File: config.mk
export PLATFORM = sky130hd
export DESIGN_NAME = pcbp_bit_align
export DESIGN_NICKNAME = d
export VERILOG_FILES = /design/src/rtl/pcbp_pkg.sv /design/src/rtl/pcbp_bit_align.sv
export SDC_FILE = /design/constraint.sdc
export NUM_CORES = 1
export LEC_CHECK = 0
export BUFFER_PORTS_ARGS = -buffer_cell sky130_fd_sc_hd__buf_4
export CAP_MARGIN = 20
export CELL_PAD_IN_SITES_DETAIL_PLACEMENT = 1
export CELL_PAD_IN_SITES_GLOBAL_PLACEMENT = 1
export CORE_ASPECT_RATIO = 1.75
export CORE_UTILIZATION = 43
export DETAILED_ROUTE_END_ITERATION = 6
export PLACE_DENSITY_LB_ADDON = 0.1
export SYNTH_ARGS = -nofsm -noshare
export SYNTH_HDL_FRONTEND = slang
export SYNTH_SLANG_ARGS = --single-unit
File: constraint.sdc
create_clock -name aclk -period 6.5 [get_ports aclk]
set_input_delay 0.975 -clock aclk [delete_from_list [all_inputs] [get_ports aclk]]
set_output_delay 0.975 -clock aclk [all_outputs]
set_load 0.02 [all_outputs]
File: src/rtl/pcbp_pkg.sv
// Shared types and constants for the prefix code bit packer.
// No dependencies.
`default_nettype none

package pcbp_pkg;

    localparam int OP_W    = 2;
    localparam int SYM_W   = 8;
    localparam int CODE_W  = 32;
    localparam int LEN_W   = 6;
    localparam int BYTE_W  = 8;
    localparam int CNT_W   = 32;
    localparam int PEND_W  = 7;
    localparam int PCNT_W  = 3;
    localparam int ACC_W   = CODE_W + PEND_W;
    localparam int NB_W    = 3;

    localparam int MAX_CODE_LEN = 32;

    localparam logic [OP_W-1:0] OP_LOAD   = 2'd0;
    localparam logic [OP_W-1:0] OP_ENCODE = 2'd1;
    localparam logic [OP_W-1:0] OP_FLUSH  = 2'd2;
    localparam logic [OP_W-1:0] OP_NONE   = 2'd3;

    typedef struct packed {
        logic [LEN_W-1:0]  len;
        logic [CODE_W-1:0] code;
    } entry_t;

    // one item handed to the byte emitter
    typedef struct packed {
        logic [CODE_W-1:0] word;      // bytes left aligned, first in [31:24]
        logic [NB_W-1:0]   nbytes;    // 0 gives a single row without a byte
        logic              err;
        logic              clear_cnt; // block ends after this item
    } emit_item_t;

endpackage

`default_nettype wire

File: src/rtl/pcbp_bit_align.sv
// Input stage and bit alignment: holds pending bits and builds emitter items.
// Depends on pcbp_pkg.
`default_nettype none

module pcbp_bit_align (
    input  wire                        aclk,
    input  wire                        aresetn,
    input  wire                        in_valid,
    input  wire [pcbp_pkg::OP_W-1:0]   in_op,
    input  wire                        in_err,
    output logic                       in_ready,
    input  pcbp_pkg::entry_t           tbl_entry,
    output logic                       item_valid,
    output pcbp_pkg::emit_item_t       item,
    input  wire                        item_take
);
    import pcbp_pkg::*;

    logic              s1_valid_reg, s1_valid_next;
    logic [OP_W-1:0]   s1_op_reg;
    logic              s1_err_reg;
    logic [PEND_W-1:0] pend_bits_reg, pend_bits_next;
    logic [PCNT_W-1:0] pend_cnt_reg, pend_cnt_next;

    logic              advance;
    logic [LEN_W-1:0]  clen;
    logic [LEN_W-1:0]  total;
    logic [ACC_W-1:0]  acc;
    logic [ACC_W-1:0]  acc_l;
    logic [BYTE_W-1:0] flush_byte;

    always_comb begin
        advance    = s1_valid_reg && item_take;
        in_ready   = !s1_valid_reg || item_take;
        item_valid = s1_valid_reg;

        clen  = (s1_op_reg == OP_ENCODE) ? tbl_entry.len : '0;
        acc   = (ACC_W'(pend_bits_reg) << clen) | ACC_W'(tbl_entry.code);
        total = LEN_W'(pend_cnt_reg) + clen;
        acc_l = acc << (LEN_W'(ACC_W) - total);
        flush_byte = BYTE_W'({1'b0, pend_bits_reg} << (4'd8 - {1'b0, pend_cnt_reg}));

        item           = '0;
        pend_bits_next = pend_bits_reg;
        pend_cnt_next  = pend_cnt_reg;

        unique case (s1_op_reg)
            OP_LOAD: begin
                item.err = s1_err_reg;
            end
            OP_ENCODE: begin
                item.word      = acc_l[ACC_W-1 -: CODE_W];
                item.nbytes    = total[LEN_W-1:3];
                pend_cnt_next  = total[2:0];
                pend_bits_next = acc[PEND_W-1:0] & ~({PEND_W{1'b1}} << total[2:0]);
            end
            OP_FLUSH: begin
                item.word      = {flush_byte, {(CODE_W-BYTE_W){1'b0}}};
                item.nbytes    = (pend_cnt_reg != '0) ? NB_W'(1) : '0;
                item.clear_cnt = 1'b1;
                pend_cnt_next  = '0;
                pend_bits_next = '0;
            end
            default: begin
            end
        endcase

        if (!advance) begin
            pend_bits_next = pend_bits_reg;
            pend_cnt_next  = pend_cnt_reg;
        end

        s1_valid_next = in_ready ? in_valid : s1_valid_reg;
    end

    always_ff @(posedge aclk) begin
        if (!aresetn) begin
            s1_valid_reg  <= 1'b0;
            pend_bits_reg <= '0;
            pend_cnt_reg  <= '0;
        end else begin
            s1_valid_reg  <= s1_valid_next;
            pend_bits_reg <= pend_bits_next;
            pend_cnt_reg  <= pend_cnt_next;
        end
    end

    always_ff @(posedge aclk) begin
        if (in_ready && in_valid) begin
            s1_op_reg  <= in_op;
            s1_err_reg <= in_err;
        end
    end

endmodule

`default_nettype wire

## Yosys cells after proc, flatten, opt, wreduce, memory -nomap -nowiden

Index checks and enable logic that the tools add are counted.

| operators by class | value |
|---|---|
| bitwise gates (word level) | 3 |
| mux-type cells | 7 |
| add/subtract/negate cells | 3 |
| reductions and logical operators | 8 |
| equal/unequal tests | 2 |
| shift operators | 4 |

Operators with widths:

| operator | number |
|---|---|
| $pmux W35 S2 | 1 |
| $or A39 B32 Y39 | 1 |
| $shl A39 B6 Y39 | 1 |
| $shl A7 B6 Y39 | 1 |
| $pmux W7 S2 | 1 |
| $shl A7 B4 Y8 | 1 |
| $and A7 B7 Y7 | 1 |
| $not A7 Y7 | 1 |
| $shl A7 B3 Y7 const A | 1 |
| $add A3 B6 Y6 | 1 |
| $mux W6 | 1 |
| $pmux W3 S2 | 1 |
| $sub A6 B6 Y6 const A | 1 |
| $sub A4 B3 Y4 const A | 1 |
| $mux W1 | 3 |
| $reduce_bool A3 Y1 | 1 |
| $eq A2 B1 Y1 const B | 1 |
| $eq A2 B2 Y1 const B | 1 |
| $logic_and A1 B1 Y1 | 2 |
| $logic_not A2 Y1 | 1 |
| $reduce_and A2 Y1 | 1 |
| $reduce_bool A2 Y1 | 1 |
| $logic_not A1 Y1 | 1 |
| $logic_or A1 B1 Y1 | 1 |

| storage, ports and cells | value |
|---|---|
| logic and storage cells | 32 |
| input port bits | 45 |
| bits in registers | 14 |

## Logic depth before layout (Yosys ltp)

| depth | value |
|---|---|
| depth after elaboration | 7 |
| gate-level depth with buffers | 18 |
| depth with buffers taken out | 16 |

## Worst setup path after synthesis

Ideal clock, no wire load.

| path | value |
|---|---|
| path type | in2out |
| from | input port tbl_entry[33] (netlist name) |
| to | output port item[34] (netlist name) |
| arrival time | 4.582 ns |
| path buffers | 4 |
| cell stages on the path | 17 |
| data required time | 5.525 ns |
| slack | 0.943 ns |
| cells stage by stage | buf_4 -> nand2_1 -> inv_2 -> ha_1 -> a41o_1 -> a21oi_1 -> xnor2_1 -> inv_1 -> clkbuf_1 -> buf_1 -> ha_1 -> xor2_1 -> xnor2_1 -> nor2_1 -> clkbuf_1 -> o21ai_0 -> o31ai_1 |

RTL lines:

| item | RTL line | source |
|---|---|---|
| start: declaration | pcbp_bit_align.sv:12 | `input pcbp_pkg::entry_t tbl_entry,` |
| end: declaration | pcbp_bit_align.sv:14 | `output pcbp_pkg::emit_item_t item,` |

==> results.toml <==
[cells_and_area]
largest_reg_flops = 7
final_nets = 843
stdcell_area_sq_um = 6000
final_layout_size_suffix_gt1_share_pct = 19.4
area_growth_pct = 13.5

[logic_synthesis]
async_flop_share_pct = 0
synth-compound-area-share_pct = 44.3
syn_nets = 814
synth_simple_gate_area_share_pct = 27.6
syn-cell-area_sq_um = 5290
synth_cells = 760
yosys.area_share.xor_xnor_pct = 1.33
syn_avg_cell_area_sq_um = 6.96
synth_ff_type = "dfxtp_1"
synth_top_family_by_area = "compound AO/OA/AOI/OAI gates"
synth_mux_area_share_pct = 10.3
yosysUniqueCellTypes = 90
synthAdderAreaFrac_pct = 2.27
yosys_warnings = 0
seq_area_frac_synth_pct = 5.87
synth_seq_cells = 14
synth-edff-count = 3

[power]
peakVddDrop_v = 0.000162
powerDensity_nw_per_um2 = 103
p_leak_uw = 0.00223
finalPower_uw = 618

[clock_network]
tritoncts.num_buffers = 3
path_clk_slew_ns = 0.04
cts_tree = "built"
hold_buffers = 0
postCtsSetupBuffers = 0
htreeDepth = 1
cts_resized = 0
clk_root_buffer_cell = "clkbuf_16"
clk_path_buf_depth = 2
cts.sinks = 14
clk-insertion-delay-late_ns = 0.24

[die]
die-area_sq_um = 12800
io_pins = 84
start_util_pct = 44.0
fp.dieH_um = 149
die_w_um = 85.8
core_sq_um = 12000
rows = 53

[sta]
period_minus_slack_ns = 6.35
tightest_slew_ns = 1.12
hold_viol = 0
skew_ns = 0.00393
worst_slack_ns = 0.150
slew_headroom_pct = 24.7
slew_viol_final = 0
setup_viol = 0
fin_tns_setup_ns = 0
clock.fmax_mhz = 157
rsz0062_at_grt = "no"
fin_crit_sh_pct = 97.7

[global_routing]
grt_usage_pct = 48.1
grt_pass1_vias = 7367
grt_first_pass_wirelength_mm = 45.7
grt.overflow.total = 0
grt_max_degree = 48
grt_antenna_before_repair = 2

[placement]
gp_congestion = 1.06
pre_cts_ws_ns = 0.384
port-buffer-count = 83
dp_hpwl_mm = 23.3
placed_area_sq_um = 5920

[critical_path]
required_ns = 5.52
crit_fanout = 34
end_kind = "primary output"
slowest_stage = "xnor2_2"
worst_ep_arrival_time_ns = 5.38
cpPeakStageDelay_ns = 0.66
criticalPathCategory = "input pin to primary output"
crit_path_start_kind = "input pin"
cp_cell_sequence = "buf_4 -> and2_1 -> nand2_1 -> fa_1 -> xnor2_2 -> buf_4 -> nor2_1 -> a22o_1 -> nor3b_1 -> mux2i_1 -> mux4_2 -> nor2_1 -> buf_4"
crit_top_cell = "buf_4"

[job]
drv_cap = 0

[outcome]
status = "finished, final reports clean"

[hold_path]
hp-class = "flop to flop"

[detailed_routing]
ant_nets = 0
vias = 7381
vias_per_cell = 7.74
drtIter0Drc = 864
first_pass_iters = 7
drc = 0
routed_wirelength_mm = 30.7
routedWlPerCell_um = 32.2
==> cells by family after synthesis <==
family / count (synthesis)
simple gates: 281
mux: 44
xor+xnor: 8
flops: 14
compound gates: 305
fa+ha+maj: 9
buf+inv: 99
==> Yosys cell counts, drive strengths merged, types with 9 or more instances <==
library cell / number / area (sq um)
o21ai: 32 / 164
buf: 33 / 193
a211o: 11 / 96.3
mux2: 12 / 135
and2: 10 / 62.6
a221o: 9 / 90.1
nor3: 23 / 115
dfxtp: 11 / 220
nand3: 19 / 95.1
nor2: 84 / 315
nor4: 12 / 81.3
mux2i: 25 / 250
a21o: 11 / 82.6
inv: 22 / 82.6
nor2b: 10 / 62.6
a221oi: 13 / 120
clkbuf: 43 / 161
nand2: 63 / 239
a21oi: 41 / 205
o211ai: 17 / 128
a22oi: 15 / 113
a211oi: 32 / 260
==> layout make-up <==
class	instances	area [sq um]
clock inverter	1	3.75
tap	165	206
fill	1545	6000
antenna	1	2.50
clock buffer	3	75.1
sequential	14	310
timing repair buffer	100	751
multi-input combinational	647	4570
inverter	23	86.3
==> stage by stage <==
step / util, % / instances / hold WS, ns
global route: 50.0 / 953 / 0.588
finish: 50.0 / 954 / 0.566
global placement: 49.3 / 949 / 0.526
detailed placement: 49.3 / 949 / 0.537
floorplan: - / 760 / 0.474
CTS: 50.0 / 953 / 0.543
==> power breakdown <==
group | leakage [uW] | internal, uW | total (uW) | switching [uW]
combinational | 0.00207 | 137 | 410 | 273
sequential | 0.000118 | 91.2 | 93.3 | 2.15
clock | 0.0000385 | 81.1 | 115 | 33.8
==> layout by cell type, fill, tap and decap left out, drive strengths merged, types with 12 or more instances in the layout <==
cell type and n:
buf 100, inv 22, nor3 23, nand3 19
o211ai 17, mux2 12, nand2 63, a211oi 32
nor2 84, nor4 12, mux2i 25, o21ai 32
a221oi 13, a22oi 15, a21oi 41
==> path summary, 6_finish.rpt <==
| check | startpoint | endpoint | slack [ns] | cells after the start |
|---|---|---|---|---|
| setup / recovery | tbl_entry[32] | item[27] | 0.15 | 13 |
| setup reg to reg | s1_op_reg[1]$_DFFE_PP_ | pend_bits_reg[1]$_SDFFE_PN0P_ | 2.40 | 11 |
| hold reg to reg | pend_cnt_reg[2]$_SDFFE_PN0P_ | pend_cnt_reg[2]$_SDFFE_PN0P_ | 0.57 | 2 |
| hold / removal | pend_cnt_reg[2]$_SDFFE_PN0P_ | pend_cnt_reg[2]$_SDFFE_PN0P_ | 0.57 | 2 |
==> worst max-delay path: cells and delay by family <==
| kind | cells | cell delay [ns] |
|---|---|---|
| fa+ha+maj | 1 | 0.56 |
| compound gates | 1 | 0.22 |
| simple gates | 5 | 1.21 |
| mux | 2 | 0.89 |
| buf+inv | 3 | 0.84 |
| xor+xnor | 1 | 0.66 |
==> per-layer routing <==
metal	global-route usage, %	routed length [um]	part of all wire (%)
met2	79.8	14400	47
met4	41.7	3380	11
met1	47.7	9850	32
met5	0	0	0
met3	15.4	3100	10
Note: power is estimated with default switching activity, not from simulation.
