$ cat src/rtl/pcbp_pkg.sv
// Shared types and constants for the prefix code bit packer.
// No dependencies.
`default_nettype none

package pcbp_pkg;

    localparam int OP_W    = 2;
    localparam int SYM_W   = 8;
    localparam int CODE_W  = 32;
    localparam int LEN_W   = 6;
    localparam int BYTE_W  = 8;
    localparam int CNT_W   = 32;
    localparam int PEND_W  = 7;
    localparam int PCNT_W  = 3;
    localparam int ACC_W   = CODE_W + PEND_W;
    localparam int NB_W    = 3;

    localparam int MAX_CODE_LEN = 32;

    localparam logic [OP_W-1:0] OP_LOAD   = 2'd0;
    localparam logic [OP_W-1:0] OP_ENCODE = 2'd1;
    localparam logic [OP_W-1:0] OP_FLUSH  = 2'd2;
    localparam logic [OP_W-1:0] OP_NONE   = 2'd3;

    typedef struct packed {
        logic [LEN_W-1:0]  len;
        logic [CODE_W-1:0] code;
    } entry_t;

    // one item handed to the byte emitter
    typedef struct packed {
        logic [CODE_W-1:0] word;      // bytes left aligned, first in [31:24]
        logic [NB_W-1:0]   nbytes;    // 0 gives a single row without a byte
        logic              err;
        logic              clear_cnt; // block ends after this item
    } emit_item_t;

endpackage

`default_nettype wire

$ cat src/rtl/pcbp_byte_emit.sv
// Byte emitter: one result row per cycle into the output register while m_ready is high.
// Depends on pcbp_pkg. Keeps the saturating block byte count.
`default_nettype none

module pcbp_byte_emit (
    input  wire                          aclk,
    input  wire                          aresetn,
    input  wire                          item_valid,
    input  pcbp_pkg::emit_item_t         item,
    output logic                         item_take,
    output logic                         m_valid,
    input  wire                          m_ready,
    output logic [pcbp_pkg::BYTE_W-1:0]  m_data_byte,
    output logic                         m_has_byte,
    output logic                         m_run_last,
    output logic [pcbp_pkg::CNT_W-1:0]   m_payload_length,
    output logic                         m_length_error
);
    import pcbp_pkg::*;

    logic              w_valid_reg, w_valid_next;
    logic [CODE_W-1:0] w_word_reg, w_word_next;
    logic [NB_W-1:0]   w_left_reg, w_left_next;
    logic              w_err_reg, w_err_next;
    logic              w_clear_reg, w_clear_next;
    logic [CNT_W-1:0]  byte_cnt_reg, byte_cnt_next;
    logic              m_valid_reg, m_valid_next;
    logic [BYTE_W-1:0] m_data_reg;
    logic              m_has_reg, m_last_reg, m_err_reg;
    logic [CNT_W-1:0]  m_len_reg;

    logic              emit_fire, last_row, row_has;
    logic [CNT_W-1:0]  cnt_inc, row_len;
    logic [BYTE_W-1:0] row_data;

    always_comb begin
        row_has   = (w_left_reg != '0);
        last_row  = (w_left_reg <= NB_W'(1));
        cnt_inc   = (byte_cnt_reg == '1) ? byte_cnt_reg : byte_cnt_reg + CNT_W'(1);
        row_len   = row_has ? cnt_inc : byte_cnt_reg;
        row_data  = row_has ? w_word_reg[CODE_W-1 -: BYTE_W] : '0;
        emit_fire = w_valid_reg && (!m_valid_reg || m_ready);
        item_take = !w_valid_reg || (emit_fire && last_row);

        w_valid_next  = w_valid_reg;
        w_word_next   = w_word_reg;
        w_left_next   = w_left_reg;
        w_err_next    = w_err_reg;
        w_clear_next  = w_clear_reg;
        byte_cnt_next = byte_cnt_reg;
        m_valid_next  = m_valid_reg && !m_ready;

        if (emit_fire) begin
            m_valid_next  = 1'b1;
            byte_cnt_next = (w_clear_reg && last_row) ? '0 : row_len;
            w_word_next   = w_word_reg << BYTE_W;
            if (row_has) begin
                w_left_next = w_left_reg - NB_W'(1);
            end
        end

        if (item_take) begin
            w_valid_next = item_valid;
            w_word_next  = item.word;
            w_left_next  = item.nbytes;
            w_err_next   = item.err;
            w_clear_next = item.clear_cnt;
        end
    end

    always_ff @(posedge aclk) begin
        if (!aresetn) begin
            w_valid_reg  <= 1'b0;
            byte_cnt_reg <= '0;
            m_valid_reg  <= 1'b0;
        end else begin
            w_valid_reg  <= w_valid_next;
            byte_cnt_reg <= byte_cnt_next;
            m_valid_reg  <= m_valid_next;
        end
    end

    always_ff @(posedge aclk) begin
        w_word_reg  <= w_word_next;
        w_left_reg  <= w_left_next;
        w_err_reg   <= w_err_next;
        w_clear_reg <= w_clear_next;
        if (emit_fire) begin
            m_data_reg <= row_data;
            m_has_reg  <= row_has;
            m_last_reg <= last_row;
            m_len_reg  <= row_len;
            m_err_reg  <= w_err_reg;
        end
    end

    assign m_valid          = m_valid_reg;
    assign m_data_byte      = m_data_reg;
    assign m_has_byte       = m_has_reg;
    assign m_run_last       = m_last_reg;
    assign m_payload_length = m_len_reg;
    assign m_length_error   = m_err_reg;

endmodule

`default_nettype wire

$ cat config.mk
export PLATFORM = sky130hd
export DESIGN_NAME = pcbp_byte_emit
export DESIGN_NICKNAME = d
export VERILOG_FILES = /design/src/rtl/pcbp_pkg.sv /design/src/rtl/pcbp_byte_emit.sv
export SDC_FILE = /design/constraint.sdc
export NUM_CORES = 1
export LEC_CHECK = 0
export ABC_AREA = 1
export BUFFER_PORTS_ARGS = -buffer_cell sky130_fd_sc_hd__buf_2
export CORE_MARGIN = 1
export CORE_UTILIZATION = 57
export CTS_CLUSTER_SIZE = 28
export DETAILED_ROUTE_END_ITERATION = 10
export GPL_TIMING_DRIVEN = 0
export PLACE_DENSITY_LB_ADDON = 0.08
export RECOVER_POWER = 25
export SYNTH_ARGS = -nofsm -noshare
export SYNTH_HDL_FRONTEND = slang
export SYNTH_SLANG_ARGS = --single-unit
$ cat constraint.sdc
create_clock -name aclk -period 2.75 [get_ports aclk]
set_input_delay 0.4125 -clock aclk [delete_from_list [all_inputs] [get_ports aclk]]
set_output_delay 0.4125 -clock aclk [all_outputs]
set_load 0.01 [all_outputs]
==> After elaboration in Yosys (flattened, before gate mapping) <==
Index checks and enable logic that the tools add are counted.
{ "classes": {"add_sub_neg": 2, "order_cmp": 1, "n_eq_ne": 1, "mux": 9, "reduce_logical": 13} }
{ "ops": {"columns": ["op", "n"], "rows": [
  ["two-way mux 32 bit", 5],
  ["adder 32 x 1 -> 32 bit (second input constant)", 1],
  ["equality test 32 bit (second input constant)", 1],
  ["two-way mux 3 bit", 3],
  ["logical AND 1 bit", 4],
  ["nonzero test 2 bit", 2],
  ["less-or-equal comparator 3 x 1 -> 1 bit (second input constant)", 1],
  ["logical NOT 1 bit", 3],
  ["nonzero test 3 bit", 1],
  ["subtractor 3 x 1 -> 3 bit (second input constant)", 1],
  ["logical OR 1 bit", 2],
  ["AND reduction 2 bit", 1],
  ["two-way mux 1 bit", 1]
]} }
{ "word_totals": {"ff_bits": 114, "in_bits": 41, "output_inout_bits": 45, "elab_cells": 38} }

==> Longest topological paths before layout <==
{ "depth": {"depth_word": 7, "mapped_depth": 12, "ltp_nobuf": 12} }

==> Worst setup path after synthesis <==
No wires, ideal clock.
{ "synth_path": {"path_type": "input-to-reg", "startpoint": "input m_ready", "endpoint": "register m_data_reg[0], in the netlist m_data_byte[0], enable pin", "setup_time_ps": 397, "arrival_ps": 1737, "t_required_ps": 2353, "path_slack_ps": 616, "cell_stages": 5, "n_path_buf": 1, "path_cell_list": "inv_1 > nand2_1 > nand2_1 > clkbuf_1 > inv_1"} }
{ "synth_between": {"elab_chain_len": 2} }
{ "synth_lines": {"columns": ["item", "line_no", "text"], "rows": [
  ["start: declaration", "pcbp_byte_emit.sv:12", "input wire m_ready,"],
  ["logical OR 1 bit", "pcbp_byte_emit.sv:42", "emit_fire = w_valid_reg && (!m_valid_reg || m_ready);"],
  ["logical AND 1 bit", "pcbp_byte_emit.sv:42", null],
  ["net emit_fire", "pcbp_byte_emit.sv:32", "logic emit_fire, last_row, row_has;"],
  ["end signal: assignment", "pcbp_byte_emit.sv:89", "m_data_reg <= row_data;"],
  ["end: declaration", "pcbp_byte_emit.sv:28", "logic [BYTE_W-1:0] m_data_reg;"]
]} }
The timed path passes the listed nets, and every way through them passes these cells.
A chain may end at the register's enable or synchronous reset.

==> Worst setup path after layout <==
{ "layout_path": {"startpoint": "register w_left_reg[1]", "endpoint": "output item_take"} }
{ "layout_between": {"elab_chain_len": 3} }
{ "layout_lines": {"columns": ["item", "line_no", "text"], "rows": [
  ["start: declaration", "pcbp_byte_emit.sv:23", "logic [NB_W-1:0] w_left_reg, w_left_next;"],
  ["start signal: assignment", "pcbp_byte_emit.sv:85", "w_left_reg <= w_left_next;"],
  ["less-or-equal comparator 3 x 1 -> 1 bit", "pcbp_byte_emit.sv:38", "last_row = (w_left_reg <= NB_W'(1));"],
  ["logical AND 1 bit", "pcbp_byte_emit.sv:43", "item_take = !w_valid_reg || (emit_fire && last_row);"],
  ["logical OR 1 bit", "pcbp_byte_emit.sv:43", null],
  ["end: declaration", "pcbp_byte_emit.sv:10", "output logic item_take,"]
]} }
Every way passes these cells.

==> flow_summary.json <==
{
  "io_pins": 86,
  "synthAdderAreaFrac_pct": 0.898,
  "synth_top_family_by_area": "simple AND/OR/NAND/NOR gates",
  "fin_ws_ns": 0.186,
  "diodes": 0,
  "synth-simple-area-share_pct": 31.7,
  "grt_overflow": 0,
  "max_freq_mhz": 390,
  "synth_top_area_share_pct": 43.1,
  "critPathSlowestCell": "edfxtp_1",
  "min_path_type": "input pin to flop",
  "hold_violations": 0,
  "coreArea_um2": 9370,
  "pwr-share-comb_pct": 8.8,
  "sw_frac_of_total_pct": 23.9,
  "cts_root_buffer": "clkbuf_8",
  "ys_warn_count": 0,
  "crit_start": "w_left_reg[1]$_DFFE_PP_",
  "drv_slew": 0,
  "drcViolationCount": 0,
  "arrival_ns": 2.15,
  "die_y_um": 101,
  "row_count": 35,
  "crit_path_end_kind": "primary output",
  "wl_per_cell_um": 13.7,
  "dp_hpwl_mm": 8.76,
  "fin_crit_sh_pct": 93.2,
  "p_int_uw": 3380,
  "rsz0062_at_grt": "false",
  "tightest_slew_ns": 1.21,
  "htree_levels": 4,
  "finalNetCount": 832,
  "track_usage_pct": 26.9,
  "cap_violations": 0,
  "drt_iter0_drc": 252,
  "synth.distinct_cells": 26,
  "yosys-mux-area-fraction_pct": 0,
  "r2r_setup_slack_ns": 0.23,
  "ys_ff_latch": 114,
  "slowest_delay_ns": 0.38,
  "fillerInstances": 814,
  "routabilityCongestion": 0.898,
  "status": "finished, final reports clean",
  "drt_wl_total_mm": 12.7,
  "crit_fanout": 12,
  "syn_area_um2": 5580,
  "antenna_found_initial": 0,
  "dieArea_um2": 10200,
  "die_width_um": 101,
  "setup_violations": 0,
  "timing.hold.ws_ns": 0.0653,
  "grt_max_degree": 44,
  "syn2layout_area_growth_pct": 19.3,
  "pre_cts_ws_ns": 0.264,
  "reg2reg_from": "w_left_reg[0]$_DFFE_PP_",
  "cts_buffers": 17,
  "synthTopCellsByArea": "edfxtp_1 43%, nand2_1 17%, dfxtp_1 12%",
  "path_cells": "inv_1, ha_1, o21bai_1, nand2_1, o21ai_1, clkbuf_4, buf_2",
  "required_ns": 2.34,
  "dr.pass1.iters": 5,
  "hold_depth": 1,
  "clock_sinks": 114,
  "multi_input_area_um2": 2070,
  "synth_top_area_cell": "edfxtp_1",
  "clk_pin_slew_worst_paths_ns": 0.06,
  "portBuffers": 85,
  "seq_area_frac_synth_pct": 55.3,
  "clk_path_buf_depth": 2,
  "num_vias": 4722,
  "seq_area_um2": 3080,
  "criticalPathCategory": "flop to primary output",
  "leakage_uw": 0.00277,
  "worstSkewPairLatency_ns": 0.53,
  "postCtsSetupBuffers": 0,
  "max_slew_margin_pct": 19.1,
  "postCtsHoldBufs": 0,
  "worstSetupStartpointType": "flop",
  "grt_pass1_wl_mm": 20.4,
  "clock_skew_ns": 0.0146,
  "synth-compound-area-share_pct": 3.73,
  "powerDensity_nw_per_um2": 669,
  "clock_power_share_pct": 45.4,
  "r2r-end": "w_left_reg[2]$_DFFE_PP_",
  "cts_tree": "yes",
  "peakVddDrop_v": 0.000581,
  "syn-instance-count": 683,
  "cp-endpoint": "item_take",
  "min_period_ns": 2.56,
  "vias_per_cell": 5.08,
  "ant_nets": 0,
  "p_switching_uw": 1060,
  "fin_tns_setup_ns": 0,
  "start_util_pct": 59.5,
  "drive_gt1_share_pct": 11.5,
  "p_seq_share_pct": 45.8,
  "syn-num-nets": 728,
  "synth_xor_area_share_pct": 0.785,
  "rr_worst_depth": 6,
  "grt_pass1_vias": 4434,
  "avgSynthCellArea_um2": 8.16
}
==> worst max-delay path, delay by kind of cell, from the launching register on <==
kind                       cells  cell delay, ns
AOI/OAI and AO/OA              2            0.40
adders and majority gates      1            0.16
buffers and inverters          3            0.60
DFF                            1            0.38
and+or+nand+nor                1            0.09
==> synthesized netlist by cell type <==
master	count
nand3b_1	3
nand3_1	47
edfxtp_1	80
nand3b_2	1
buf_6	2
nand2_2	4
nor2_4	2
o21ai_0	5
nor2_2	2
o21ai_1	1
dfxtp_1	34
nand2_1	254
nand4_1	15
nor3_1	2
buf_2	4
clkinv_1	1
xor2_1	1
ha_1	4
and2_1	10
o21bai_1	1
xnor2_1	4
nor2_1	63
nand3_2	8
inv_1	84
clkbuf_1	17
a21oi_1	34
==> cells in the final DEF, fill, tap and decap left out <==
master      instances
nand2_1           254
inv_1              83
edfxtp_1           80
clkbuf_1           63
nor2_1             63
nand3_1            47
buf_2              45
a21oi_1            34
dfxtp_1            34
clkbuf_16          16
nand4_1            15
and2_1             10
nand3_2             8
o21ai_0             5
clkinv_1            4
nand2_2             4
xnor2_1             4
ha_1                4
clkinv_2            4
nand3b_1            3
nor2_4              2
nor2_2              2
buf_6               2
nor3_1              2
clkinvlp_4          2
bufinv_16           2
inv_2               1
o21bai_1            1
o21ai_1             1
clkbuf_4            1
xor2_1              1
nand3b_2            1
clkbuf_8            1
inv_6               1
==> cell families after synthesis <==
group                      after synthesis
and+or+nand+nor                        411
DFF                                    114
buffers and inverters                  108
AOI/OAI and AO/OA                       41
xor gates and xnor gates                 5
adders and majority gates                4
==> how the worst min path moves through the flow <==
stage	from	end	slack (ns)
2_1_floorplan	w_err_reg$_DFFE_PN_	m_length_error$_DFFE_PP_	0.40
3_3_place_gp	w_err_reg$_DFFE_PN_	m_length_error$_DFFE_PP_	0.40
3_5_place_dp	w_err_reg$_DFFE_PN_	m_length_error$_DFFE_PP_	0.41
4_1_cts	item[1]	w_err_reg$_DFFE_PN_	0.05
5_1_grt	item[1]	w_err_reg$_DFFE_PN_	0.05
6_report	item[1]	w_err_reg$_DFFE_PN_	0.07
==> power by group through the flow <==
stage / clock, uW / sequential (uW) / combinational, uW
global placement: 0 / 2060 / 383
detailed placement: 0 / 2070 / 397
global route: 2120 / 2050 / 441
finish: 2020 / 2040 / 390
CTS: 2040 / 2040 / 404
floorplan: 0 / 2090 / 214
==> what timing repair did <==
action / in CTS / in global routing
gates resized for setup: 1 / 2
cloned: 0 / 0
endpoints found under the setup margin: 1 / 1
endpoints found under the hold margin: 0 / 0
==> metrics by stage <==
stage | power [uW] | std cells | instance area (um2) | utilization [%]
6_report | 4450 | 929 | 6650 | 71.0
5_1_grt | 4610 | 929 | 6650 | 71.0
4_1_cts | 4480 | 929 | 6700 | 71.5
3_5_place_dp | 2460 | 897 | 6160 | 65.8
3_3_place_gp | 2450 | 897 | 6160 | 65.8
2_1_floorplan | 2300 | 683 | 5580 | -
==> layout make-up <==
cell class,instances,share of cell area [%]
plain buffers,23,1.66
clock buffers,20,6.40
clock inverters,12,1.73
inverters,85,4.80
multi-input cells,461,31.1
flip-flops and latches,114,46.4
well taps,129,2.43
repair buffers,85,5.57
==> layer usage <==
metal	vias up	track usage, %	part of all wire (%)
li1	2390	-	-
met1	2156	33.9	45
met2	152	44.1	48
met3	24	6.52	6.0
met4	0	11.8	1.6
met5	-	0	0
Power figures use the tool's default switching activity.
